## src/rtl/core/gre_pkg.sv

```systemverilog
// Package for the graph reachability engine: shared constants, opcodes
// and the status struct passed from the controller to the top level.
// No dependencies.
`default_nettype none

package gre_pkg;

  // Vertex fields on the input channel are 4 bits wide
  localparam int VERTEX_W = 4;

  // Default graph size
  localparam int VERTICES_DEFAULT = 16;

  // Opcodes
  localparam logic OP_ADD_EDGE = 1'b0;
  localparam logic OP_QUERY    = 1'b1;

  // Controller -> output stage status
  typedef struct packed {
    logic done;       // a query answer is handed over this cycle
    logic reachable;  // the answer
  } gre_result_t;

endpackage

`default_nettype wire

```

## src/rtl/core/gre_if.sv

```systemverilog
// Channel interfaces for the graph reachability engine: item input and
// result output, each with valid/ready. Depends on gre_pkg.
`default_nettype none

interface gre_in_if;
  logic                          valid;
  logic                          ready;
  logic                          opcode;
  logic [gre_pkg::VERTEX_W-1:0]  first_vertex;
  logic [gre_pkg::VERTEX_W-1:0]  second_vertex;

  modport source (output valid, output opcode, output first_vertex,
                  output second_vertex, input ready);
  modport sink   (input valid, input opcode, input first_vertex,
                  input second_vertex, output ready);
endinterface

interface gre_out_if;
  logic valid;
  logic ready;
  logic reachable;

  modport source (output valid, output reachable, input ready);
  modport sink   (input valid, input reachable, output ready);
endinterface

`default_nettype wire

```

## src/rtl/core/gre_adj_mem.sv

```systemverilog
// Adjacency row memory: one row of edge bits per vertex, synchronous read;
// per-row valid flops make reset clear the graph.
// Depends on nothing beyond its parameters.
`default_nettype none

module gre_adj_mem #(
  parameter int VERTICES = 16,
  parameter int AW       = 4
) (
  input  wire logic                clk,
  input  wire logic                rst,
  input  wire logic                rd_en,
  input  wire logic [AW-1:0]       rd_addr,
  output      logic [VERTICES-1:0] rd_data,
  input  wire logic                wr_en,
  input  wire logic [AW-1:0]       wr_addr,
  input  wire logic [VERTICES-1:0] wr_data
);

  logic [VERTICES-1:0] mem [VERTICES];
  logic [VERTICES-1:0] row_valid;
  logic [VERTICES-1:0] rd_q;
  logic                rd_valid_q;

  // Storage array and registered read port
  always_ff @(posedge clk) begin
    if (wr_en) begin
      mem[wr_addr] <= wr_data;
    end
    if (rd_en) begin
      rd_q <= mem[rd_addr];
    end
  end

  // Row valid bits: a row never written reads as no edges
  always_ff @(posedge clk) begin
    if (rst) begin
      row_valid  <= '0;
      rd_valid_q <= 1'b0;
    end else begin
      if (wr_en) begin
        row_valid[wr_addr] <= 1'b1;
      end
      if (rd_en) begin
        rd_valid_q <= row_valid[rd_addr];
      end
    end
  end

  assign rd_data = rd_valid_q ? rd_q : '0;

endmodule

`default_nettype wire

```

## src/rtl/core/gre_ctrl.sv

```systemverilog
// Controller: read-modify-write of adjacency rows for edge inserts, and
// frontier expansion (one row read per cycle while vertices are pending) for reachability queries.
// Depends on gre_pkg, gre_in_if.
`default_nettype none

module gre_ctrl #(
  parameter int VERTICES = 16,
  parameter int AW       = 4
) (
  input  wire logic                clk,
  input  wire logic                rst,
  gre_in_if.sink                   item,
  output      logic                rd_en,
  output      logic [AW-1:0]       rd_addr,
  input  wire logic [VERTICES-1:0] rd_data,
  output      logic                wr_en,
  output      logic [AW-1:0]       wr_addr,
  output      logic [VERTICES-1:0] wr_data,
  input  wire logic                res_ready,
  output      gre_pkg::gre_result_t res
);

  localparam logic [1:0] S_IDLE    = 2'd0;
  localparam logic [1:0] S_EDGE_WR = 2'd1;
  localparam logic [1:0] S_RUN     = 2'd2;
  localparam logic [1:0] S_DONE    = 2'd3;

  localparam logic [VERTICES-1:0] ONE = {{(VERTICES-1){1'b0}}, 1'b1};

  logic [1:0]          state, state_next;
  logic [VERTICES-1:0] visited, visited_next;
  logic [VERTICES-1:0] pending, pending_next;   // visited, row not yet read
  logic                rd_busy, rd_busy_next;   // row read in flight
  logic [AW-1:0]       src, src_next;
  logic [AW-1:0]       target, target_next;
  logic                answer, answer_next;

  logic                accept;
  logic                first_ok;
  logic                second_ok;
  logic [VERTICES-1:0] visited_m;
  logic [VERTICES-1:0] pending_m;
  logic [VERTICES-1:0] pick_oh;
  logic [AW-1:0]       pick_idx;
  logic                run_finish;

  assign item.ready = (state == S_IDLE);
  assign accept     = item.valid && item.ready;
  assign first_ok   = int'(item.first_vertex) < VERTICES;
  assign second_ok  = int'(item.second_vertex) < VERTICES;

  // Merge the returned row into the visited and pending sets
  assign visited_m = rd_busy ? (visited | rd_data) : visited;
  assign pending_m = rd_busy ? (pending | (rd_data & ~visited)) : pending;

  // Lowest pending vertex is expanded next
  assign pick_oh = pending & (~pending + ONE);

  always_comb begin
    pick_idx = '0;
    for (int i = 0; i < VERTICES; i++) begin
      if (pick_oh[i]) begin
        pick_idx = pick_idx | AW'(i);
      end
    end
  end

  // Stop once the target is seen or nothing is left to expand
  assign run_finish = visited_m[target] || ((pending == '0) && !rd_busy);

  // Next-state logic
  always_comb begin
    state_next   = state;
    visited_next = visited;
    pending_next = pending;
    rd_busy_next = 1'b0;
    src_next     = src;
    target_next  = target;
    answer_next  = answer;
    rd_en        = 1'b0;
    rd_addr      = AW'(item.first_vertex);
    wr_en        = 1'b0;
    wr_addr      = src;
    wr_data      = rd_data | (ONE << target);
    res.done      = 1'b0;
    res.reachable = answer;

    unique case (state)
      S_IDLE: begin
        if (accept) begin
          src_next    = AW'(item.first_vertex);
          target_next = AW'(item.second_vertex);
          if (item.opcode == gre_pkg::OP_ADD_EDGE) begin
            if (first_ok && second_ok) begin
              rd_en      = 1'b1;
              state_next = S_EDGE_WR;
            end
          end else if (first_ok && second_ok) begin
            visited_next = ONE << AW'(item.first_vertex);
            pending_next = ONE << AW'(item.first_vertex);
            state_next   = S_RUN;
          end else begin
            answer_next = 1'b0;
            state_next  = S_DONE;
          end
        end
      end
      S_EDGE_WR: begin
        wr_en      = 1'b1;
        state_next = S_IDLE;
      end
      S_RUN: begin
        visited_next = visited_m;
        if (run_finish) begin
          answer_next  = visited_m[target];
          pending_next = '0;
          state_next   = S_DONE;
        end else begin
          pending_next = pending_m;
          if (pending != '0) begin
            rd_en        = 1'b1;
            rd_addr      = pick_idx;
            rd_busy_next = 1'b1;
            pending_next = pending_m & ~pick_oh;
          end
        end
      end
      S_DONE: begin
        res.done = res_ready;
        if (res_ready) begin
          state_next = S_IDLE;
        end
      end
      default: begin
        state_next = S_IDLE;
      end
    endcase
  end

  // Control registers
  always_ff @(posedge clk) begin
    if (rst) begin
      state   <= S_IDLE;
      rd_busy <= 1'b0;
      visited <= '0;
      pending <= '0;
    end else begin
      state   <= state_next;
      rd_busy <= rd_busy_next;
      visited <= visited_next;
      pending <= pending_next;
    end
  end

  // Payload registers
  always_ff @(posedge clk) begin
    src    <= src_next;
    target <= target_next;
    answer <= answer_next;
  end

  // Pending vertices are always part of the visited set
  assert property (@(posedge clk) disable iff (rst)
    (state == S_RUN) |-> ((pending & ~visited) == '0))
    else $error("pending vertex outside visited set");

  // Visited set only grows while a query runs
  assert property (@(posedge clk) disable iff (rst)
    (state == S_RUN && $past(state) == S_RUN) |->
      (($past(visited) & ~visited) == '0))
    else $error("visited set lost a vertex during a query");

  // The memory port never reads and writes in the same cycle
  assert property (@(posedge clk) disable iff (rst) !(rd_en && wr_en))
    else $error("row read and write collide");

endmodule

`default_nettype wire

```

## src/rtl/core/graph_reachability_engine.sv

```systemverilog
// Add edge: row read, then row write back; no result transaction.
// Query: seed step, then one row read per cycle while vertices are pending, a bubble
// while the next vertex waits on the row in flight; the answer passes the controller's
// done state, then the output register. Out-of-range query: answered 0. One item at a time.
// rst (synchronous) clears all row valid bits together: no clearing pass.
// Depends on gre_pkg, gre_if, gre_adj_mem, gre_ctrl.
`default_nettype none

module graph_reachability_engine #(
  parameter int VERTICES = gre_pkg::VERTICES_DEFAULT
) (
  input  wire logic clk,
  input  wire logic rst,
  gre_in_if.sink    item,
  gre_out_if.source result
);

  localparam int AW = (VERTICES > 1) ? $clog2(VERTICES) : 1;

  logic                 rd_en;
  logic [AW-1:0]        rd_addr;
  logic [VERTICES-1:0]  rd_data;
  logic                 wr_en;
  logic [AW-1:0]        wr_addr;
  logic [VERTICES-1:0]  wr_data;
  logic                 res_ready;
  gre_pkg::gre_result_t res;
  logic                 out_valid;
  logic                 out_reachable;

  gre_adj_mem #(
    .VERTICES (VERTICES),
    .AW       (AW)
  ) u_mem (
    .clk     (clk),
    .rst     (rst),
    .rd_en   (rd_en),
    .rd_addr (rd_addr),
    .rd_data (rd_data),
    .wr_en   (wr_en),
    .wr_addr (wr_addr),
    .wr_data (wr_data)
  );

  gre_ctrl #(
    .VERTICES (VERTICES),
    .AW       (AW)
  ) u_ctrl (
    .clk       (clk),
    .rst       (rst),
    .item      (item),
    .rd_en     (rd_en),
    .rd_addr   (rd_addr),
    .rd_data   (rd_data),
    .wr_en     (wr_en),
    .wr_addr   (wr_addr),
    .wr_data   (wr_data),
    .res_ready (res_ready),
    .res       (res)
  );

  // Output register: free when empty or being taken this cycle
  assign res_ready = !out_valid || result.ready;

  always_ff @(posedge clk) begin
    if (rst) begin
      out_valid <= 1'b0;
    end else if (res.done) begin
      out_valid <= 1'b1;
    end else if (result.ready) begin
      out_valid <= 1'b0;
    end
  end

  always_ff @(posedge clk) begin
    if (res.done) begin
      out_reachable <= res.reachable;
    end
  end

  assign result.valid     = out_valid;
  assign result.reachable = out_reachable;

endmodule

`default_nettype wire

```

## src/flat_wrapper.sv

```systemverilog
// flat-port wrapper written by rule: the top's interface ports become plain ports
module graph_reachability_engine_flat 
#(
  parameter int VERTICES = gre_pkg::VERTICES_DEFAULT
)
  (clk, rst, item_valid, item_opcode, item_first_vertex, item_second_vertex, item_ready, result_valid, result_reachable, result_ready);
  gre_in_if item_i ();
  gre_out_if result_i ();
  input  wire logic clk;
  input  wire logic rst;
  input wire logic [$bits(item_i.valid)-1:0] item_valid;
  input wire logic [$bits(item_i.opcode)-1:0] item_opcode;
  input wire logic [$bits(item_i.first_vertex)-1:0] item_first_vertex;
  input wire logic [$bits(item_i.second_vertex)-1:0] item_second_vertex;
  output wire logic [$bits(item_i.ready)-1:0] item_ready;
  output wire logic [$bits(result_i.valid)-1:0] result_valid;
  output wire logic [$bits(result_i.reachable)-1:0] result_reachable;
  input wire logic [$bits(result_i.ready)-1:0] result_ready;
  assign item_i.valid = item_valid;
  assign item_i.opcode = item_opcode;
  assign item_i.first_vertex = item_first_vertex;
  assign item_i.second_vertex = item_second_vertex;
  assign item_ready = item_i.ready;
  assign result_valid = result_i.valid;
  assign result_reachable = result_i.reachable;
  assign result_i.ready = result_ready;
  graph_reachability_engine #(.VERTICES(VERTICES)) u_core (.clk(clk), .rst(rst), .item(item_i), .result(result_i));
endmodule
```

## config.mk

```make
export PLATFORM = sky130hd
export DESIGN_NAME = graph_reachability_engine_flat
export DESIGN_NICKNAME = d
export VERILOG_FILES = /design/src/rtl/core/gre_pkg.sv /design/src/rtl/core/gre_if.sv /design/src/rtl/core/gre_adj_mem.sv /design/src/rtl/core/gre_ctrl.sv /design/src/rtl/core/graph_reachability_engine.sv /design/src/flat_wrapper.sv
export SDC_FILE = /design/constraint.sdc
export NUM_CORES = 1
export LEC_CHECK = 0
export BUFFER_PORTS_ARGS = -buffer_cell sky130_fd_sc_hd__buf_2
export CORE_ASPECT_RATIO = 1.2
export CORE_UTILIZATION = 60
export CTS_CLUSTER_DIAMETER = 200
export CTS_CLUSTER_SIZE = 14
export DETAILED_ROUTE_END_ITERATION = 6
export PLACE_DENSITY = 0.86
export SYNTH_ARGS = -nofsm -noshare
export SYNTH_HDL_FRONTEND = slang
export SYNTH_HIERARCHICAL = 1
export SYNTH_SLANG_ARGS = --single-unit
```

## constraint.sdc

```tcl
create_clock -name clk -period 6.3 [get_ports clk]
set_clock_uncertainty 0.1 [all_clocks]
set_input_delay 0.945 -clock clk [delete_from_list [all_inputs] [get_ports clk]]
set_output_delay 0.945 -clock clk [all_outputs]
set_load 0.03 [all_outputs]
```

==> flow_summary.toml, run 1 <==
[clock_tree]
clk_root_buffer_cell = "sky130_fd_sc_hd__clkbuf_16"
tritoncts_num_sinks = 335
insertion_delay_ns = 0.55
cts-hold-fix-buffers = 0
htreeDepth = 1
post_cts_buffers = 0
max-clock-path-buffers = 3
cts_resized = 0
clkSlewWorstSetupHoldPaths_ns = 0.07
clock_buffer_count_from_cts = 27
cts_tree = "yes"

[placement]
preCtsSetupSlack_ns = 1.27
gp_congestion = 0.969
portBuffers = 15
dp_cells = 1153
dp.final_hpwl_um = 20100

[power]
power_frac_seq_pct = 55.1
power_switching_mw = 1.09
totalPowerFinal_mw = 4.60
sw_frac_of_total_pct = 23.8
p_leak_nw = 4.99
internal_power_mw = 3.51
relative_contribution_of_the_clock_network_to_total_power_pct = 33.5
max-vdd-ir-drop_v = 0.000261
pwr-share-comb_pct = 11.4
power_per_cell_area_nw_per_um2 = 302

[timing]
slew_violations = 0
totalNegativeSetupSlack_ns = 0
period_minus_slack_ns = 5.06
setup_viol_count_final = 0
slew-limit-headroom_pct = 26.2
grt_setup_unrepaired = "false"
timing_worst_slew_pin_value_ns = 1.10
worst_slack_ns = 1.24
post-route-period-util_pct = 80.4
timing.final.hold_violations = 0
maximum_clock_rate_mhz = 198

[yosys]
total_of_flip_flops_plus_latches_after_synthesis = 335
synth_enable_flop_cells = 282
synth_largest_type_area_fraction_pct = 60.7
synth.yosys.warnings = 6
synthDistinctLibCells = 60
dominant_combinational_cell_family_by_area_after_synthesis = "multiplexers"
synthMuxAreaShare_pct = 15.5
synth_area_in_adders_pct = 0
syn_avg_cell_area_um2 = 16.4
ys_top_cells_by_count = "sky130_fd_sc_hd__edfxtp_1, sky130_fd_sc_hd__nor2_1, sky130_fd_sc_hd__mux4_2"
synth_largest_area_cell = "sky130_fd_sc_hd__edfxtp_1"
synth_compound_gate_area_share_pct = 6.44
top_ff_cell_synth = "sky130_fd_sc_hd__edfxtp_1"
cell_with_the_most_instances_after_synthesis = "sky130_fd_sc_hd__edfxtp_1"
cells_taking_the_most_area_after_synthesis = "sky130_fd_sc_hd__edfxtp_1, sky130_fd_sc_hd__mux4_2, sky130_fd_sc_hd__dfxtp_1"
postSynth.asyncResetShare_pct = 0
synthSimpleGateAreaFrac_pct = 7.95
synthesis.instances = 850
synth_seq_area_share_pct = 68.3
syn_area_um2 = 14000
synth_xor_area_share_pct = 0
syn-num-nets = 863

[final_layout]
area_growth_pct = 8.90
post-route-util_pct = 67.3
share_of_final_layout_standard_cells_stronger_than_drive_strength_1_pct = 19.8
seq_area_um2 = 9530
area_used_by_multi_input_combinational_logic_um2 = 4240
final.fill_count = 1434
final_nets = 885
n_antenna_cell = 0
layout.cells.non_filler = 1203

[worst_setup_path]
worstPathArrival_ns = 5.23
regToRegStartpoint = "u_core/u_ctrl/target[1]"
setup.worst_path.start = "u_core/u_ctrl/target[1]"
crit_path_end_kind = "flop"
setup.worst_path.start_class = "flop"
worst-path-max-fanout = 46
setup.worst_path.class = "flop to flop"
cp.required_ns = 6.46

[routing]
detailedRoute.firstPassIterationCount = 7
final_antenna_violating_net_count = 0
vias = 8171
drt-initial-drc-count = 981
route.detailed.drc = 2
drt-total-wl_um = 34400
route.detailed.wl_per_inst_um = 28.6
viasPerCell = 6.79

[status]
violations_in_the_final_reports = "DRC"
outcome = "finished with violations"

[floorplanning]
dieHeight_um = 169
std_cell_rows = 60
die_area_um2 = 23900
placeableCoreArea_um2 = 22600
floorplan.die.width_um = 141
start_util_pct = 61.8
design.portCount = 16

[grt]
grt_pass1_vias = 8222
grt.overflow.total = 0
grt_start_max_net_pins = 54
grt_antenna_before_repair = 0
global_route_wire_length_before_repair_um = 51200
globalRouteTotalUtil_pct = 29.9

[min_path]
timing.hold.worst.start = "u_core/u_ctrl/answer"
hold_path.class = "flop to flop"

[job]
maxCapViolations = 0
## kinds of logic (layout without fill, tap and decap cells)
logic type | count (synthesis) | after routing
compound gates | 130 | 130
mux | 105 | 105
flops | 335 | 335
simple gates | 227 | 227
buf+inv | 53 | 96
## power by group through the flow
| stage | Sequential (mW) | Combinational (mW) | Clock, mW |
|---|---|---|---|
| final | 2.53 | 0.525 | 1.54 |
| after global routing | 2.53 | 0.557 | 1.64 |
| after CTS | 2.53 | 0.522 | 1.56 |
| after detailed placement | 2.58 | 0.510 | 0 |
| after global placement | 2.57 | 0.494 | 0 |
| after floorplan | 2.55 | 0.402 | 0 |
## per-stage QoR
| stage | hold slack, ns | instance area (µm²) |
|---|---|---|
| floorplan | 0.335 | 14000 |
| global placement | 0.304 | 14400 |
| detailed placement | 0.311 | 14400 |
| CTS | 0.327 | 15200 |
| global route | 0.347 | 15200 |
| finish | 0.324 | 15200 |
## critical path, stage by stage (launching register included)
cell,delay (ns)
sky130_fd_sc_hd__edfxtp_1,0.86
sky130_fd_sc_hd__mux2_4,0.35
sky130_fd_sc_hd__or4_1,0.47
sky130_fd_sc_hd__o221a_2,0.16
sky130_fd_sc_hd__nand4_4,0.13
sky130_fd_sc_hd__nand3_1,0.26
sky130_fd_sc_hd__mux2_4,0.90
sky130_fd_sc_hd__buf_4,0.40
sky130_fd_sc_hd__mux4_1,0.61
sky130_fd_sc_hd__mux4_2,0.49
## final timing paths
check / cells past startpoint / slack (ns) / endpoint
worst max-delay path: 9 / 1.24 / u_core/u_mem/rd_q[0]
worst min-delay path: 0 / 0.32 / u_core/result.reachable
worst max register to register: 9 / 1.24 / u_core/u_mem/rd_q[0]
worst min register to register: 0 / 0.32 / u_core/result.reachable
## cells in the final DEF, fill, tap and decap left out, types with 3 or more instances in the layout
cell and n:
sky130_fd_sc_hd__o211ai_1 5, sky130_fd_sc_hd__and3b_1 3, sky130_fd_sc_hd__nand4_1 3, sky130_fd_sc_hd__mux2_2 7, sky130_fd_sc_hd__a32oi_1 5, sky130_fd_sc_hd__o31ai_1 5, sky130_fd_sc_hd__clkbuf_16 27, sky130_fd_sc_hd__o311ai_0 3
sky130_fd_sc_hd__a22o_1 4, sky130_fd_sc_hd__nand3b_1 7, sky130_fd_sc_hd__mux4_1 15, sky130_fd_sc_hd__a31oi_1 5, sky130_fd_sc_hd__a21oi_1 39, sky130_fd_sc_hd__nand3_1 9, sky130_fd_sc_hd__inv_1 6, sky130_fd_sc_hd__o22ai_1 3
sky130_fd_sc_hd__nand2_1 39, sky130_fd_sc_hd__mux2i_1 13, sky130_fd_sc_hd__nor3_2 5, sky130_fd_sc_hd__or3_1 3, sky130_fd_sc_hd__and2_1 18, sky130_fd_sc_hd__buf_4 23, sky130_fd_sc_hd__nor2b_1 11, sky130_fd_sc_hd__nor2_2 12
sky130_fd_sc_hd__o21a_1 3, sky130_fd_sc_hd__nor3_1 7, sky130_fd_sc_hd__clkbuf_1 22, sky130_fd_sc_hd__edfxtp_1 282, sky130_fd_sc_hd__nor3b_1 4, sky130_fd_sc_hd__a31o_2 7, sky130_fd_sc_hd__nand2b_1 4, sky130_fd_sc_hd__buf_2 15
sky130_fd_sc_hd__a21o_1 10, sky130_fd_sc_hd__nor2_1 87, sky130_fd_sc_hd__o21ai_0 7, sky130_fd_sc_hd__dfxtp_1 53, sky130_fd_sc_hd__nor4_1 4, sky130_fd_sc_hd__mux4_2 68, sky130_fd_sc_hd__a211oi_1 18
## area by class of cell
| type | count | area share (%) |
|---|---|---|
| sequential | 335 | 62.7 |
| multi-input combinational | 462 | 27.9 |
| clock buffer | 49 | 4.99 |
| tap | 310 | 2.55 |
| timing repair buffer | 38 | 1.63 |
| inverter | 8 | 0.214 |
| clock inverter | 1 | 0.0576 |
## state kept, by name, indices dropped and copies added, names as in the netlist
name,count
u_core/result.reachable,1
u_core/u_ctrl/target,4
u_core/u_mem/mem,256
u_core/u_mem/row_valid,16
u_core/u_ctrl/state,2
u_core/u_ctrl/answer,1
u_core/u_mem/rd_q,16
u_core/result.valid,1
u_core/u_mem/rd_valid_q,1
u_core/u_ctrl/rd_busy,1
u_core/u_ctrl/wr_addr,4
u_core/u_ctrl/pending,16
u_core/u_ctrl/visited,16
## layer usage
| layer | up-vias | global-route usage (%) | routed length, µm |
|---|---|---|---|
| met4 | 0 | 12.8 | 1440 |
| met1 | 4121 | 38.3 | 11900 |
| met3 | 94 | 4.05 | 3190 |
| li1 | 3441 | - | - |
| met5 | - | 0 | 0 |
| met2 | 515 | 51.6 | 17800 |
Power figures use the tool's default switching activity.
==> inputs of run 2 (changes only) <==
--- a/config.mk
+++ b/config.mk
@@ -5,9 +5,10 @@
 export SDC_FILE = /design/constraint.sdc
 export NUM_CORES = 1
 export LEC_CHECK = 0
+export ABC_AREA = 1
 export BUFFER_PORTS_ARGS = -buffer_cell sky130_fd_sc_hd__buf_2
 export CORE_ASPECT_RATIO = 1.2
-export CORE_UTILIZATION = 60
+export CORE_UTILIZATION = 57
 export CTS_CLUSTER_DIAMETER = 200
 export CTS_CLUSTER_SIZE = 14
 export DETAILED_ROUTE_END_ITERATION = 6
==> constraint.sdc (replaced) <==
create_clock -name clk -period 4.35 [get_ports clk]
set_clock_uncertainty 0.1 [all_clocks]
set_input_delay 0.6525 -clock clk [delete_from_list [all_inputs] [get_ports clk]]
set_output_delay 0.6525 -clock clk [all_outputs]
set_load 0.03 [all_outputs]
==> run 2 against run 1 <==
The run now ends clean. Core utilization down 4.1 points. Setup slack got worse by 0.69 ns. Synthesized cell count up 62%. Clock-buffer cell count is the same. Cell area increased by 3.5%. Register-to-register slack got worse by 0.69 ns. Clock power grew 44%. Sequential share of layout area down 2.1 points. Synthesized area increased by 4.6%. Largest cell class unchanged.
==> flow_summary.toml, run 2 <==
[timing]
setup_viol_count_final = 0
maximum_clock_rate_mhz = 263
timing_worst_slew_pin_value_ns = 1.29
worst_slack_ns = 0.548
hold_ws_ns = 0.193
slew-limit-headroom_pct = 13.9
timing.final.hold_violations = 0
grt_setup_unrepaired = "false"
period_minus_slack_ns = 3.80
post-route-period-util_pct = 87.4
totalNegativeSetupSlack_ns = 0
slew_violations = 0

[yosys]
cells_taking_the_most_area_after_synthesis = "sky130_fd_sc_hd__edfxtp_1, sky130_fd_sc_hd__nor2_1, sky130_fd_sc_hd__dfxtp_1"
synth_xor_area_share_pct = 0
synth_largest_type_area_fraction_pct = 58.0
syn-num-nets = 1386
synth_compound_gate_area_share_pct = 12.9
syn_avg_cell_area_um2 = 10.6
dominant_combinational_cell_family_by_area_after_synthesis = "simple AND/OR/NAND/NOR gates"
synthDistinctLibCells = 39
synth_area_in_adders_pct = 0
cell_with_the_most_instances_after_synthesis = "sky130_fd_sc_hd__nor2_1"
synthSimpleGateAreaFrac_pct = 15.8
synthesis.instances = 1373
synth_seq_area_share_pct = 65.3
top_ff_cell_synth = "sky130_fd_sc_hd__edfxtp_1"
ys_top_cells_by_count = "sky130_fd_sc_hd__nor2_1, sky130_fd_sc_hd__edfxtp_1, sky130_fd_sc_hd__o21ai_0"
synth_enable_flop_cells = 282
synth_largest_area_cell = "sky130_fd_sc_hd__edfxtp_1"
syn_area_um2 = 14600
postSynth.asyncResetShare_pct = 0
synth.yosys.warnings = 6
total_of_flip_flops_plus_latches_after_synthesis = 335
synthMuxAreaShare_pct = 0

[clock_tree]
tritoncts_num_sinks = 335
clk_root_buffer_cell = "sky130_fd_sc_hd__clkbuf_16"
max-clock-path-buffers = 3
cts_resized = 0
cts_tree = "yes"
post_cts_buffers = 0
clock_buffer_count_from_cts = 27
clkSlewWorstSetupHoldPaths_ns = 0.07
insertion_delay_ns = 0.55
cts-hold-fix-buffers = 0
htreeDepth = 1

[worst_setup_path]
setup.worst_path.start_class = "flop"
worstPathArrival_ns = 4.10
timing.critical_path.mode_cell = "sky130_fd_sc_hd__nand2_1"
worst_path_max_delay_cell = "sky130_fd_sc_hd__dfxtp_1"
cp.required_ns = 4.65
cp_cell_sequence = "nand2_1 -> inv_1 -> nand2_2 -> nand2_1 -> nand2_1 -> nand2_1 -> clkinv_1 -> nand3_1 -> nand3_2 -> nand2_4 -> nor2_2 -> nand2_1 -> o21ai_4 -> inv_4 -> buf_12 -> nor2_1 -> nor2_1 -> o21ai_0 -> o211ai_1 -> nand3_1 -> nand2_1"
setup.worst_path.class = "flop to flop"
crit_path_end_kind = "flop"
max_stage_delay_ns = 0.81
worst-path-max-fanout = 59

[floorplanning]
floorplan.die.width_um = 148
placeableCoreArea_um2 = 24900
design.portCount = 16
start_util_pct = 58.6
dieHeight_um = 177
die_area_um2 = 26300
std_cell_rows = 63

[grt]
grt_start_max_net_pins = 137
grt_pass1_vias = 10385
globalRouteTotalUtil_pct = 29.0
global_route_wire_length_before_repair_um = 57400
global_route.peak_usage_layer = "met2"
grt.overflow.total = 0
grt_util_met3_pct = 3.32
met1_usage_pct = 36.5
globalRouteMet2Util_pct = 49.3
grt_antenna_before_repair = 0

[final_layout]
largest_register_by_flop_count = "u_core/u_mem/mem"
number_of_flip_flops_under_the_largest_register_name = 256
layout_common_cells = "sky130_fd_sc_hd__edfxtp_1, sky130_fd_sc_hd__nor2_1, sky130_fd_sc_hd__o21ai_0, sky130_fd_sc_hd__nand2_1, sky130_fd_sc_hd__inv_1"
final.fill_count = 1857
layout.cells.most_common = "sky130_fd_sc_hd__edfxtp_1"
share_of_final_layout_standard_cells_stronger_than_drive_strength_1_pct = 9.98
layout.cells.non_filler = 1718
final_nets = 1386
area_used_by_multi_input_combinational_logic_um2 = 4260
n_antenna_cell = 0
area_growth_pct = 7.77
seq_area_um2 = 9530
post-route-util_pct = 63.2

[placement]
preCtsSetupSlack_ns = 0.642
gp_congestion = 1.04
portBuffers = 15
dp.final_hpwl_um = 21900
dp_cells = 1669

[power]
power_frac_seq_pct = 52.7
pwr-share-comb_pct = 16.0
relative_contribution_of_the_clock_network_to_total_power_pct = 31.3
max-vdd-ir-drop_v = 0.000320
power_switching_mw = 1.95
internal_power_mw = 5.14
sw_frac_of_total_pct = 27.5
p_leak_nw = 5.69
power_per_cell_area_nw_per_um2 = 450

[status]
outcome = "complete, no violations"

[routing]
drt-total-wl_um = 37300
route.detailed.drc = 0
viasPerCell = 6.19
route.detailed.wl_per_inst_um = 21.7
vias = 10643
final_antenna_violating_net_count = 0
drt-initial-drc-count = 1342
detailedRoute.firstPassIterationCount = 6

[min_path]
hold_path.class = "primary input to flop"

[job]
maxCapViolations = 0
## run 2: changes by cell type after synthesis, moves of 13 or more
cell,previous run,this run
sky130_fd_sc_hd__nand3_2,0,13
sky130_fd_sc_hd__nor2_1,99,283
sky130_fd_sc_hd__a21oi_1,39,23
sky130_fd_sc_hd__nand3_1,9,72
sky130_fd_sc_hd__o211ai_1,5,62
sky130_fd_sc_hd__nand2_1,39,139
sky130_fd_sc_hd__mux4_1,15,0
sky130_fd_sc_hd__inv_1,6,102
sky130_fd_sc_hd__and2_1,18,0
sky130_fd_sc_hd__mux2i_1,13,0
sky130_fd_sc_hd__mux4_2,68,0
sky130_fd_sc_hd__a211oi_1,18,0
sky130_fd_sc_hd__o21ai_0,7,158
## run 2: final timing paths
kind	start	to	slack (ns)	depth (start not counted)
worst min register to register	u_core/u_ctrl/answer	u_core/result.reachable	0.38	0
worst min-delay path	item_second_vertex[3]	u_core/u_ctrl/target[3]	0.19	1
worst max-delay path	u_core/u_mem/rd_valid_q	u_core/u_mem/rd_q[7]	0.55	21
worst max register to register	u_core/u_mem/rd_valid_q	u_core/u_mem/rd_q[7]	0.55	21
## run 2: routing by layer
layer  wire, µm  part of all wire, %
met1      13600                   36
met2      18300                   49
met3       3690                  9.9
met4       1830                  4.9
met5          0                    0
## run 2: logic make-up after synthesis
logic type,Yosys count
DFF,335
and+or+nand+nor,541
AOI/OAI and AO/OA,311
buffers and inverters,186
## run 2: final cells by class
| cell class | instances | area share, % |
|---|---|---|
| Sequential cell | 335 | 60.6 |
| Inverter | 111 | 2.66 |
| Timing Repair Buffer | 46 | 2.27 |
| Tap cell | 325 | 2.58 |
| Clock buffer | 49 | 4.83 |
| Multi-Input combinational cell | 852 | 27.1 |
## run 2: power by group through the flow
stage / Combinational, mW / Clock, mW / Sequential (mW)
after floorplan: 0.833 / 0 / 3.76
after global placement: 1.07 / 0 / 3.79
after detailed placement: 1.10 / 0 / 3.79
after CTS: 1.11 / 2.23 / 3.73
after global routing: 1.24 / 2.36 / 3.74
final: 1.13 / 2.22 / 3.73
## run 2: stage by stage
step,power [mW],cell area (µm²)
floorplan,4.59,14600
global placement,4.86,15000
detailed placement,4.90,15000
CTS,7.07,15700
global route,7.33,15700
finish,7.08,15700
## run 2: worst max-delay path: cells and delay by family, from the launching register on
kind	cells	cell delay [ns]
buffers and inverters	4	0.98
AOI/OAI and AO/OA	3	0.36
DFF	1	0.81
and+or+nand+nor	14	1.40
==> inputs of run 3 (changes only) <==
--- a/config.mk
+++ b/config.mk
@@ -7,8 +7,10 @@
 export LEC_CHECK = 0
 export ABC_AREA = 1
 export BUFFER_PORTS_ARGS = -buffer_cell sky130_fd_sc_hd__buf_2
+export CELL_PAD_IN_SITES_DETAIL_PLACEMENT = 0
+export CELL_PAD_IN_SITES_GLOBAL_PLACEMENT = 1
 export CORE_ASPECT_RATIO = 1.2
-export CORE_UTILIZATION = 57
+export CORE_UTILIZATION = 46
 export CTS_CLUSTER_DIAMETER = 200
 export CTS_CLUSTER_SIZE = 14
 export DETAILED_ROUTE_END_ITERATION = 6
==> run 3 against run 2 <==
Clock-buffer cell count is the same. Largest power group unchanged. Hold slack lost 0.011 ns. Highest routed layer unchanged. Wire length down 0.37%.
==> flow_summary.toml, run 3 (same netlist as run 2, synthesis figures left out) <==
[power]
totalPowerFinal_mw = 7.10
power_per_cell_area_nw_per_um2 = 448
max-vdd-ir-drop_v = 0.000252
p_leak_nw = 5.70

[timing]
setup_viol_count_final = 0
worst_slack_ns = 0.810
totalNegativeSetupSlack_ns = 0
post-route-period-util_pct = 81.4
timing.final.hold_violations = 0
grt_setup_unrepaired = "false"
slew-limit-headroom_pct = 6.76
maximum_clock_rate_mhz = 282
slew_violations = 0
period_minus_slack_ns = 3.54
timing_worst_slew_pin_value_ns = 1.40
hold_ws_ns = 0.182

[clock_tree]
post_cts_buffers = 0
max-clock-path-buffers = 3
cts-hold-fix-buffers = 0
cts_tree = "yes"
insertion_delay_ns = 0.54
tritoncts_num_sinks = 335
cts_resized = 0
clk_root_buffer_cell = "sky130_fd_sc_hd__clkbuf_16"
htreeDepth = 1
clkSlewWorstSetupHoldPaths_ns = 0.08
clock_buffer_count_from_cts = 27

[floorplanning]
placeableCoreArea_um2 = 31300
start_util_pct = 46.7
design.portCount = 16
std_cell_rows = 71
die_area_um2 = 32500
floorplan.die.width_um = 165
dieHeight_um = 197

[routing]
drt-total-wl_um = 37200
vias = 10282
viasPerCell = 5.73
drt-initial-drc-count = 1194
route.detailed.wl_per_inst_um = 20.7
route.detailed.drc = 0
final_antenna_violating_net_count = 0
detailedRoute.firstPassIterationCount = 6

[final_layout]
area_growth_pct = 8.56
largest_register_by_flop_count = "u_core/u_mem/mem"
final_nets = 1387
n_antenna_cell = 0
post-route-util_pct = 50.7
share_of_final_layout_standard_cells_stronger_than_drive_strength_1_pct = 10.0
number_of_flip_flops_under_the_largest_register_name = 256
layout.cells.most_common = "sky130_fd_sc_hd__edfxtp_1"
layout.cells.non_filler = 1795
finalInstanceArea_um2 = 15800
layout_common_cells = "sky130_fd_sc_hd__edfxtp_1, sky130_fd_sc_hd__nor2_1, sky130_fd_sc_hd__o21ai_0, sky130_fd_sc_hd__nand2_1, sky130_fd_sc_hd__inv_1"

[placement]
place_area_um2 = 15100
dp_cells = 1746
dp.final_hpwl_um = 21500
gp_congestion = 0.894
portBuffers = 15
preCtsSetupSlack_ns = 0.865

[grt]
globalRouteTotalUtil_pct = 23.3
grt_pass1_vias = 9683
grt.overflow.total = 0
grt_antenna_before_repair = 0
grt_start_max_net_pins = 137
global_route_wire_length_before_repair_um = 56300

[worst_setup_path]
worst-path-max-fanout = 60
cp_cell_sequence = "buf_4 -> nand2_2 -> nand2_1 -> nand2_1 -> nand2_1 -> inv_1 -> nand3_1 -> nand3_2 -> nand2_4 -> nor2_2 -> nand2_1 -> o21ai_4 -> inv_4 -> buf_12 -> nor2_1 -> nor2_1 -> o21ai_0 -> o211ai_1 -> nand3_1 -> nand2_1"
worst_path_max_delay_cell = "sky130_fd_sc_hd__dfxtp_1"
max_stage_delay_ns = 0.81
regToRegStartpoint = "u_core/u_ctrl/rd_busy"
critical_path_buf_inv_count = 4
critical-path-top-delay-family = "simple AND/OR/NAND/NOR gates"
worstPathArrival_ns = 3.84
crit_path_end_kind = "flop"
setup.worst_path.start_class = "flop"
setup.worst_path.class = "flop to flop"
setup.worst_path.start = "u_core/u_ctrl/rd_busy"
cp.required_ns = 4.65
timing.critical_path.mode_cell = "sky130_fd_sc_hd__nand2_1"

[min_path]
timing.hold.worst.start = "item_second_vertex[1]"
hold_path.class = "primary input to flop"

[job]
maxCapViolations = 0

[status]
outcome = "complete, no violations"
## run 3: cell type report
cell class,instances,area [µm²]
clock buffers,49,759
inverters,111,419
flip-flops and latches,335,9530
well taps,401,502
repair buffers,47,378
fillers,2697,15400
multi-input cells,852,4260
## run 3: final timing paths
kind / cells after the start / slack [ns] / endpoint
min: 1 / 0.18 / u_core/u_ctrl/target[1]
max: 20 / 0.81 / u_core/u_mem/rd_q[11]
min reg2reg: 2 / 0.37 / u_core/u_mem/row_valid[2]
max reg2reg: 20 / 0.81 / u_core/u_mem/rd_q[11]
## run 3: power breakdown
part | leakage (nW) | internal (mW) | total, mW | switching (mW)
clock | 0.362 | 1.17 | 2.24 | 1.07
combinational | 2.24 | 0.316 | 1.14 | 0.820
sequential | 3.10 | 3.65 | 3.73 | 0.0736
total | 5.70 | 5.14 | 7.10 | 1.96
## run 3: worst reg2reg max path, cell delays in order (launching register included)
cell and delay [ns]:
sky130_fd_sc_hd__dfxtp_1 0.81, sky130_fd_sc_hd__buf_4 0.29, sky130_fd_sc_hd__nand2_2 0.07, sky130_fd_sc_hd__nand2_1 0.06, sky130_fd_sc_hd__nand2_1 0.04, sky130_fd_sc_hd__nand2_1 0.08, sky130_fd_sc_hd__inv_1 0.04, sky130_fd_sc_hd__nand3_1 0.07
sky130_fd_sc_hd__nand3_2 0.10, sky130_fd_sc_hd__nand2_4 0.14, sky130_fd_sc_hd__nor2_2 0.09, sky130_fd_sc_hd__nand2_1 0.12, sky130_fd_sc_hd__o21ai_4 0.10, sky130_fd_sc_hd__inv_4 0.34, sky130_fd_sc_hd__buf_12 0.32, sky130_fd_sc_hd__nor2_1 0.11
sky130_fd_sc_hd__nor2_1 0.08, sky130_fd_sc_hd__o21ai_0 0.10, sky130_fd_sc_hd__o211ai_1 0.12, sky130_fd_sc_hd__nand3_1 0.10, sky130_fd_sc_hd__nand2_1 0.11
## run 3: per-layer routing
layer	track usage (%)	vias to the layer above	part of all wire, %
li1	-	4796	-
met1	30.0	4986	40
met2	39.1	404	49
met3	3.00	96	7.2
met4	10.2	0	4.3
met5	0	-	0
